## src/hdl/tcw_pkg.sv

```systemverilog
// Shared constants, codes and controller/datapath interface types for the text console writer.
`default_nettype none

package tcw_pkg;

  localparam int COLUMNS    = 80;
  localparam int ROWS       = 25;
  localparam int CELLS      = COLUMNS * ROWS;
  localparam int CELL_W     = $clog2(CELLS);
  localparam int X_W        = 7;
  localparam int Y_W        = 5;
  localparam int POS_W      = 11;
  localparam int TAB_BLANKS = 4;
  localparam int TAB_W      = $clog2(TAB_BLANKS + 1);

  localparam logic [7:0] RESET_COLOR = 8'd15;
  localparam logic [7:0] CH_BLANK    = 8'd32;
  localparam logic [7:0] CH_CR       = 8'd13;
  localparam logic [7:0] CH_LF       = 8'd10;
  localparam logic [7:0] CH_TAB      = 8'd9;

  localparam logic [1:0] CMD_PUT   = 2'd0;
  localparam logic [1:0] CMD_MOVE  = 2'd1;
  localparam logic [1:0] CMD_CLEAR = 2'd2;
  localparam logic [1:0] CMD_READ  = 2'd3;

  typedef enum logic [3:0] {
    OP_NONE,
    OP_PUT_CHAR,
    OP_PUT_BLANK,
    OP_RETURN,
    OP_NEWLINE,
    OP_MOVE,
    OP_READ,
    OP_HOME,
    OP_FILL,
    OP_COPY
  } dp_op_e;

  typedef struct packed {
    dp_op_e op;
    logic   latch;
    logic   cnt_clr;
    logic   fill_rst;
    logic   scr_set;
    logic   out_load;
  } dp_cmd_t;

  typedef struct packed {
    logic line_end;
    logic bottom;
    logic copy_last;
    logic fill_last;
    logic out_free;
  } dp_stat_t;

endpackage

`default_nettype wire

```

## src/hdl/tcw_ctrl.sv

```systemverilog
// Sequencing state machine for the text console writer.
`default_nettype none

module tcw_ctrl (
  input  logic               clk_i,
  input  logic               rst_ni,
  input  logic               in_valid_i,
  input  logic [1:0]         cmd_i,
  input  logic [7:0]         char_code_i,
  output logic               in_stall_o,
  output tcw_pkg::dp_cmd_t   dp_cmd_o,
  input  tcw_pkg::dp_stat_t  dp_stat_i
);
  import tcw_pkg::*;

  localparam logic [2:0] S_INIT  = 3'd0;
  localparam logic [2:0] S_IDLE  = 3'd1;
  localparam logic [2:0] S_TAB   = 3'd2;
  localparam logic [2:0] S_COPY  = 3'd3;
  localparam logic [2:0] S_DRAIN = 3'd4;
  localparam logic [2:0] S_SFILL = 3'd5;
  localparam logic [2:0] S_CLEAR = 3'd6;
  localparam logic [2:0] S_FIN   = 3'd7;

  logic [2:0]       state_q, state_d;
  logic [TAB_W-1:0] tab_q, tab_d;
  logic             accept;
  logic             wrap_scroll;

  assign accept      = in_valid_i && (state_q == S_IDLE);
  assign in_stall_o  = (state_q != S_IDLE);
  assign wrap_scroll = dp_stat_i.line_end && dp_stat_i.bottom;

  always_comb begin
    state_d  = state_q;
    tab_d    = tab_q;
    dp_cmd_o = '0;
    unique case (state_q)
      S_INIT: begin
        dp_cmd_o.op       = OP_FILL;
        dp_cmd_o.fill_rst = 1'b1;
        if (dp_stat_i.fill_last) begin
          state_d = S_IDLE;
        end
      end
      S_IDLE: begin
        if (accept) begin
          dp_cmd_o.latch = 1'b1;
          tab_d          = '0;
          unique case (cmd_i)
            CMD_PUT: begin
              priority if (char_code_i == CH_CR) begin
                dp_cmd_o.op = OP_RETURN;
                state_d     = S_FIN;
              end else if (char_code_i == CH_LF) begin
                dp_cmd_o.op = OP_NEWLINE;
                if (dp_stat_i.bottom) begin
                  dp_cmd_o.scr_set = 1'b1;
                  dp_cmd_o.cnt_clr = 1'b1;
                  state_d          = S_COPY;
                end else begin
                  state_d = S_FIN;
                end
              end else if (char_code_i == CH_TAB) begin
                tab_d   = TAB_W'(TAB_BLANKS);
                state_d = S_TAB;
              end else begin
                dp_cmd_o.op = OP_PUT_CHAR;
                if (wrap_scroll) begin
                  dp_cmd_o.scr_set = 1'b1;
                  dp_cmd_o.cnt_clr = 1'b1;
                  state_d          = S_COPY;
                end else begin
                  state_d = S_FIN;
                end
              end
            end
            CMD_MOVE: begin
              dp_cmd_o.op = OP_MOVE;
              state_d     = S_FIN;
            end
            CMD_CLEAR: begin
              dp_cmd_o.op      = OP_HOME;
              dp_cmd_o.cnt_clr = 1'b1;
              state_d          = S_CLEAR;
            end
            CMD_READ: begin
              dp_cmd_o.op = OP_READ;
              state_d     = S_FIN;
            end
          endcase
        end
      end
      S_TAB: begin
        dp_cmd_o.op = OP_PUT_BLANK;
        tab_d       = tab_q - TAB_W'(1);
        if (wrap_scroll) begin
          dp_cmd_o.scr_set = 1'b1;
          dp_cmd_o.cnt_clr = 1'b1;
          state_d          = S_COPY;
        end else if (tab_q == TAB_W'(1)) begin
          state_d = S_FIN;
        end
      end
      S_COPY: begin
        dp_cmd_o.op = OP_COPY;
        if (dp_stat_i.copy_last) begin
          state_d = S_DRAIN;
        end
      end
      S_DRAIN: begin
        state_d = S_SFILL;
      end
      S_SFILL: begin
        dp_cmd_o.op = OP_FILL;
        if (dp_stat_i.fill_last) begin
          state_d = (tab_q != '0) ? S_TAB : S_FIN;
        end
      end
      S_CLEAR: begin
        dp_cmd_o.op = OP_FILL;
        if (dp_stat_i.fill_last) begin
          state_d = S_FIN;
        end
      end
      S_FIN: begin
        if (dp_stat_i.out_free) begin
          dp_cmd_o.out_load = 1'b1;
          state_d           = S_IDLE;
        end
      end
    endcase
  end

  always_ff @(posedge clk_i or negedge rst_ni) begin
    if (!rst_ni) begin
      state_q <= S_INIT;
      tab_q   <= '0;
    end else begin
      state_q <= state_d;
      tab_q   <= tab_d;
    end
  end

endmodule

`default_nettype wire

```

## config.mk

```make
export PLATFORM = sky130hd
export DESIGN_NAME = tcw_ctrl
export DESIGN_NICKNAME = d
export VERILOG_FILES = /design/src/hdl/tcw_pkg.sv /design/src/hdl/tcw_ctrl.sv
export SDC_FILE = /design/constraint.sdc
export NUM_CORES = 1
export LEC_CHECK = 0
export BUFFER_PORTS_ARGS = -buffer_cell sky130_fd_sc_hd__buf_2
export CAP_MARGIN = 30
export CORE_MARGIN = 8
export CORE_UTILIZATION = 49
export CTS_CLUSTER_DIAMETER = 50
export CTS_CLUSTER_SIZE = 14
export DETAILED_ROUTE_END_ITERATION = 16
export GPL_ROUTABILITY_DRIVEN = 0
export HOLD_SLACK_MARGIN = 0.03
export PLACE_DENSITY = 0.76
export SYNTH_ARGS = -nofsm -noshare
export SYNTH_HDL_FRONTEND = slang
export SYNTH_SLANG_ARGS = --single-unit
```

## constraint.sdc

```tcl
create_clock -name clk_i -period 2.49 [get_ports clk_i]
set_input_delay 0.498 -clock clk_i [delete_from_list [all_inputs] [get_ports clk_i]]
set_output_delay 0.498 -clock clk_i [all_outputs]
set_load 0.05 [all_outputs]
```

; Word level (Yosys, flattened, before mapping)
; Index checks and enable logic that the tools add are counted.
[totals]
out_inout_bits = 10
wordCells = 77
reg_bits = 6
[classes]
eq_ne = 22
add_sub_neg = 1
n_mux = 42
n_reduce_logical = 10
[ops]
columns = cell, n
row1 = 3-bit two-way mux, 21
row2 = 4-bit case mux with 4 select lines, 2
row3 = 8-bit by 4-bit == test with 1-bit output (second input constant), 3
row4 = 3-bit case mux with 8 select lines, 1
row5 = 3-bit == test (second input constant), 4
row6 = 1-bit two-way mux, 12
row7 = 2-bit != test (second input constant), 6
row8 = 3-bit case mux with 3 select lines, 1
row9 = 7-bit AND reduction, 1
row10 = 3-bit by 1-bit == test with 1-bit output (second input constant), 2
row11 = 3-bit by 2-bit == test with 1-bit output (second input constant), 2
row12 = 6-bit two-way mux, 1
row13 = 1-bit case mux with 2 select lines, 3
row14 = 3-bit case mux with 2 select lines, 1
row15 = 2-bit == test (second input constant), 2
row16 = 3-bit zero test, 1
row17 = 3-bit by 1-bit != test with 1-bit output (second input constant), 1
row18 = 3-bit != test (second input constant), 1
row19 = 3-bit nonzero test, 1
row20 = 3-bit OR reduction, 1
row21 = 3-bit by 1-bit subtractor with 3-bit output (second input constant), 1
row22 = 2-bit by 1-bit == test with 1-bit output (second input constant), 1
row23 = 1-bit logical AND, 2
row24 = 2-bit zero test, 1
row25 = 3 further kinds, 3

; Logic depth before layout (Yosys ltp)
[depth]
depth_word = 8
depth_mapped = 7
mapped_depth_nobuf = 7

; Worst setup path after synthesis
; OpenSTA, ideal clock, no wires.
[synth_timing]
path_kind = flip-flop to output port
start = register state_q[1]
end = output dp_cmd_o[1] (netlist bit)
t_required_ns = 1.992
path_slack_ns = -0.719
path_buffers = 1
arrival_ns = 2.711
stages_incl_launch_ff = 7
cell_sequence = dfrtp_1 > inv_1 > ha_1 > and3b_1 > clkbuf_1 > nand3_1 > o21ai_0
[synth_lines]
columns = item, line_no
row1 = start: declaration, tcw_ctrl.sv:25  ; logic [2:0] state_q, state_d;
row2 = start signal: assignment, tcw_ctrl.sv:140  ; state_q <= state_d;
row3 = end: declaration, tcw_ctrl.sv:11  ; output tcw_pkg::dp_cmd_t dp_cmd_o,

==> impl_metrics.env <==
export IMPL_dp_hpwl_um=1680
export IMPL_area_delta_synth_final_pct=24.7
export IMPL_slew_headroom_pct=67.2
export IMPL_insertion_delay_ns=0.23
export IMPL_pin_count=28
export IMPL_final_setup_worst_slack_ns=0.0887
export IMPL_outcome="finished clean"
export IMPL_post_cts_buffers=0
export IMPL_drive_above_1_share_pct=32.6
export IMPL_stdcell_count=149
export IMPL_synth_simple_area_share_pct=23.5
export IMPL_setup_viol=0
export IMPL_crit_path_top_delay_cell="or4_4"
export IMPL_io_buffers=27
export IMPL_start_util_pct=50.0
export IMPL_cts_root_buf="clkbuf_4"
export IMPL_grt_overflow=0
export IMPL_drv_cap=0
export IMPL_ir_drop_uv=673
export IMPL_crit_chain="buf_2, or4_4, nor3_1, a21oi_1, o21ai_2, buf_2"
export IMPL_grt_first_pass_wirelength_um=3410
export IMPL_netlist_area_um2=826
export IMPL_grt_max_degree=19
export IMPL_synth_cells=104
export IMPL_worst_pin_slew_ns=0.489
export IMPL_synth_top_family_by_area="compound AO/OA/AOI/OAI gates"
export IMPL_place_inst=146
export IMPL_crit_top_cell="buf_2"
export IMPL_drc_errors=0
export IMPL_worstSetupPathType="in -> out"
export IMPL_synth_compound_area_share_pct=28.9
export IMPL_synth_xor_area_share_pct=1.06
export IMPL_wl_um=2030
export IMPL_wl_per_cell_um=13.6
export IMPL_placedInstanceArea_um2=1000
export IMPL_hold_path_class="in -> async"
export IMPL_die_w_um=57.1
export IMPL_slew_violations=0
export IMPL_timing_final_crit_share_pct=96.4
export IMPL_die_area_um2=3250
export IMPL_clockPowerShare_pct=6.8
export IMPL_vias=859
export IMPL_skew_ns=0.00314
export IMPL_grt_use_total_pct=12.0
export IMPL_synth_yosys_seq_area_share_pct=18.2
export IMPL_muxShareOfSynthArea_pct=4.09
export IMPL_cts_sinks=6
export IMPL_antenna_left=0
export IMPL_first_iter_violations=34
export IMPL_clockBufferDepth=2
export IMPL_max_freq_ghz=0.416
export IMPL_firstDrtPassIters=4
export IMPL_endpoint_kind="output port"
export IMPL_power_mw=1.20
export IMPL_syn_avg_cell_area_um2=7.94
export IMPL_required_ns=1.99
export IMPL_cp_max_fo=5
export IMPL_hold_buffers=0
export IMPL_fin_tns_setup_ns=0
export IMPL_crit_arrival_ns=1.90
export IMPL_synthAdderAreaFrac_pct=16.7
export IMPL_fp_dieH_um=57.1
export IMPL_path_clk_slew_ns=0.04
export IMPL_cts_htree_levels=1
export IMPL_power_frac_comb_pct=75.8
export IMPL_power_density_nw_per_um2=1170
export IMPL_fp_coreArea_um2=1650
export IMPL_synth_nets=133
export IMPL_power_leakage_nw=0.495
export IMPL_critical_path_max_stage_delay_ns=0.57
export IMPL_antenna_found_initial=0
export IMPL_crit_family="simple AND/OR/NAND/NOR gates"
export IMPL_cts_tree="built"
export IMPL_ys_ff_latch=6
export IMPL_synth_cell_type_count=37
export IMPL_place_ws_ns=0.0848
export IMPL_net_switching_power_mw=0.667
export IMPL_cts_buffers=3
export IMPL_fin_nets=163
export IMPL_hold_viol_final=0
export IMPL_num_antenna_cells=0
export IMPL_switching_share_pct=55.4
export IMPL_period_needed_ns=2.40
export IMPL_final_common_cell="buf_2"
export IMPL_num_rows=15
export IMPL_via_per_inst=5.77
export IMPL_startpoint_type="primary input"
export IMPL_synth_warnings=0
export IMPL_mostFrequentLayoutCells="buf_2, inv_1, ha_1"
export IMPL_internal_power_mw=0.536
export IMPL_final_area_um2=1030
export IMPL_path_buf_inv=2
export IMPL_power_frac_seq_pct=17.4
export IMPL_grt_pass1_vias=837
-- cell families after synthesis --
family | after synthesis
flops | 6
mux | 3
simple gates | 34
xor+xnor | 1
fa+ha+maj | 11
buf+inv | 16
compound gates | 33
-- flip-flops by register name, indices dropped and copies added, names as in the netlist --
signal   flops
state_q      3
tab_q        3
-- power groups by stage --
stage	clock, mW	sequential (mW)	combinational [mW]
finish	0.0824	0.209	0.912
global route	0.0894	0.218	0.991
CTS	0.0887	0.209	0.906
detailed placement	0	0.210	0.904
global placement	0	0.207	0.892
floorplan	0	0.176	0.760
-- routing by layer --
layer	wire, µm	global-route usage [%]
met1	860	13.7
met2	1000	20.6
met3	149	2.88
met4	16	5.03
met5	0	0
-- synthesized netlist by cell type --
cell type / number / area share [%]
nand2b_1: 3 / 2.3
a22oi_1: 1 / 0.91
o311ai_2: 1 / 2.0
nor3b_1: 1 / 0.91
mux2_2: 3 / 4.1
o22ai_1: 3 / 2.3
buf_2: 2 / 1.2
nor3_1: 2 / 1.2
o311a_1: 1 / 1.2
a221oi_1: 1 / 1.1
o211ai_1: 2 / 1.8
or3_1: 2 / 1.5
o32ai_1: 1 / 1.1
nor4_1: 2 / 1.5
a32o_2: 1 / 1.4
a21oi_1: 3 / 1.8
ha_1: 11 / 17
and3b_1: 2 / 2.1
dfrtp_1: 6 / 18
nand3b_1: 1 / 0.91
a211oi_1: 3 / 2.7
inv_1: 13 / 5.9
o221ai_1: 1 / 1.1
o31ai_1: 1 / 0.91
a21boi_0: 1 / 0.91
nand3_1: 4 / 2.4
o21ai_0: 11 / 6.7
xnor2_1: 1 / 1.1
or2b_1: 1 / 0.91
a222oi_1: 1 / 1.2
nor2_1: 6 / 2.7
or4_4: 1 / 1.4
nor2b_1: 4 / 3.0
and3_1: 1 / 0.76
clkbuf_1: 1 / 0.45
nand2_1: 4 / 1.8
o41ai_2: 1 / 2.0
-- through the flow --
stage	hold slack (ns)	utilization, %
3_3_place_gp	0.321	60.6
6_report	0.0742	62.3
3_5_place_dp	0.324	60.6
4_1_cts	0.0663	62.0
5_1_grt	0.0801	62.3
2_1_floorplan	0.202	-
-- area by class of cell --
type / instances / area, µm²
clock buffers: 3 / 22.5
fillers: 152 / 622
inverters: 13 / 48.8
multi-input cells: 82 / 642
flip-flops and latches: 6 / 150
well taps: 17 / 21.3
repair buffers: 28 / 145
-- path summary, 6_finish.rpt --
| check | from | endpoint | slack (ns) | cells past startpoint |
|---|---|---|---|---|
| min in group clk_i | tab_q[1] | tab_q[1] | 0.48 | 2 |
| hold / removal | rst_ni | tab_q[1] | 0.07 | 1 |
| hold reg to reg | tab_q[1] | tab_q[1] | 0.48 | 2 |
| setup reg to reg | state_q[0] | state_q[0] | 0.52 | 6 |
| max in group asynchronous | rst_ni | state_q[0] | 2.28 | 1 |
| setup / recovery | char_code_i[5] | dp_cmd_o[6] | 0.09 | 6 |
-- timing repair --
item                                    CTS  global route
resized for setup                         0             3
endpoints found under the hold margin     0             0
endpoints found under the setup margin    0             3
Note: power is estimated with default switching activity, not from simulation.
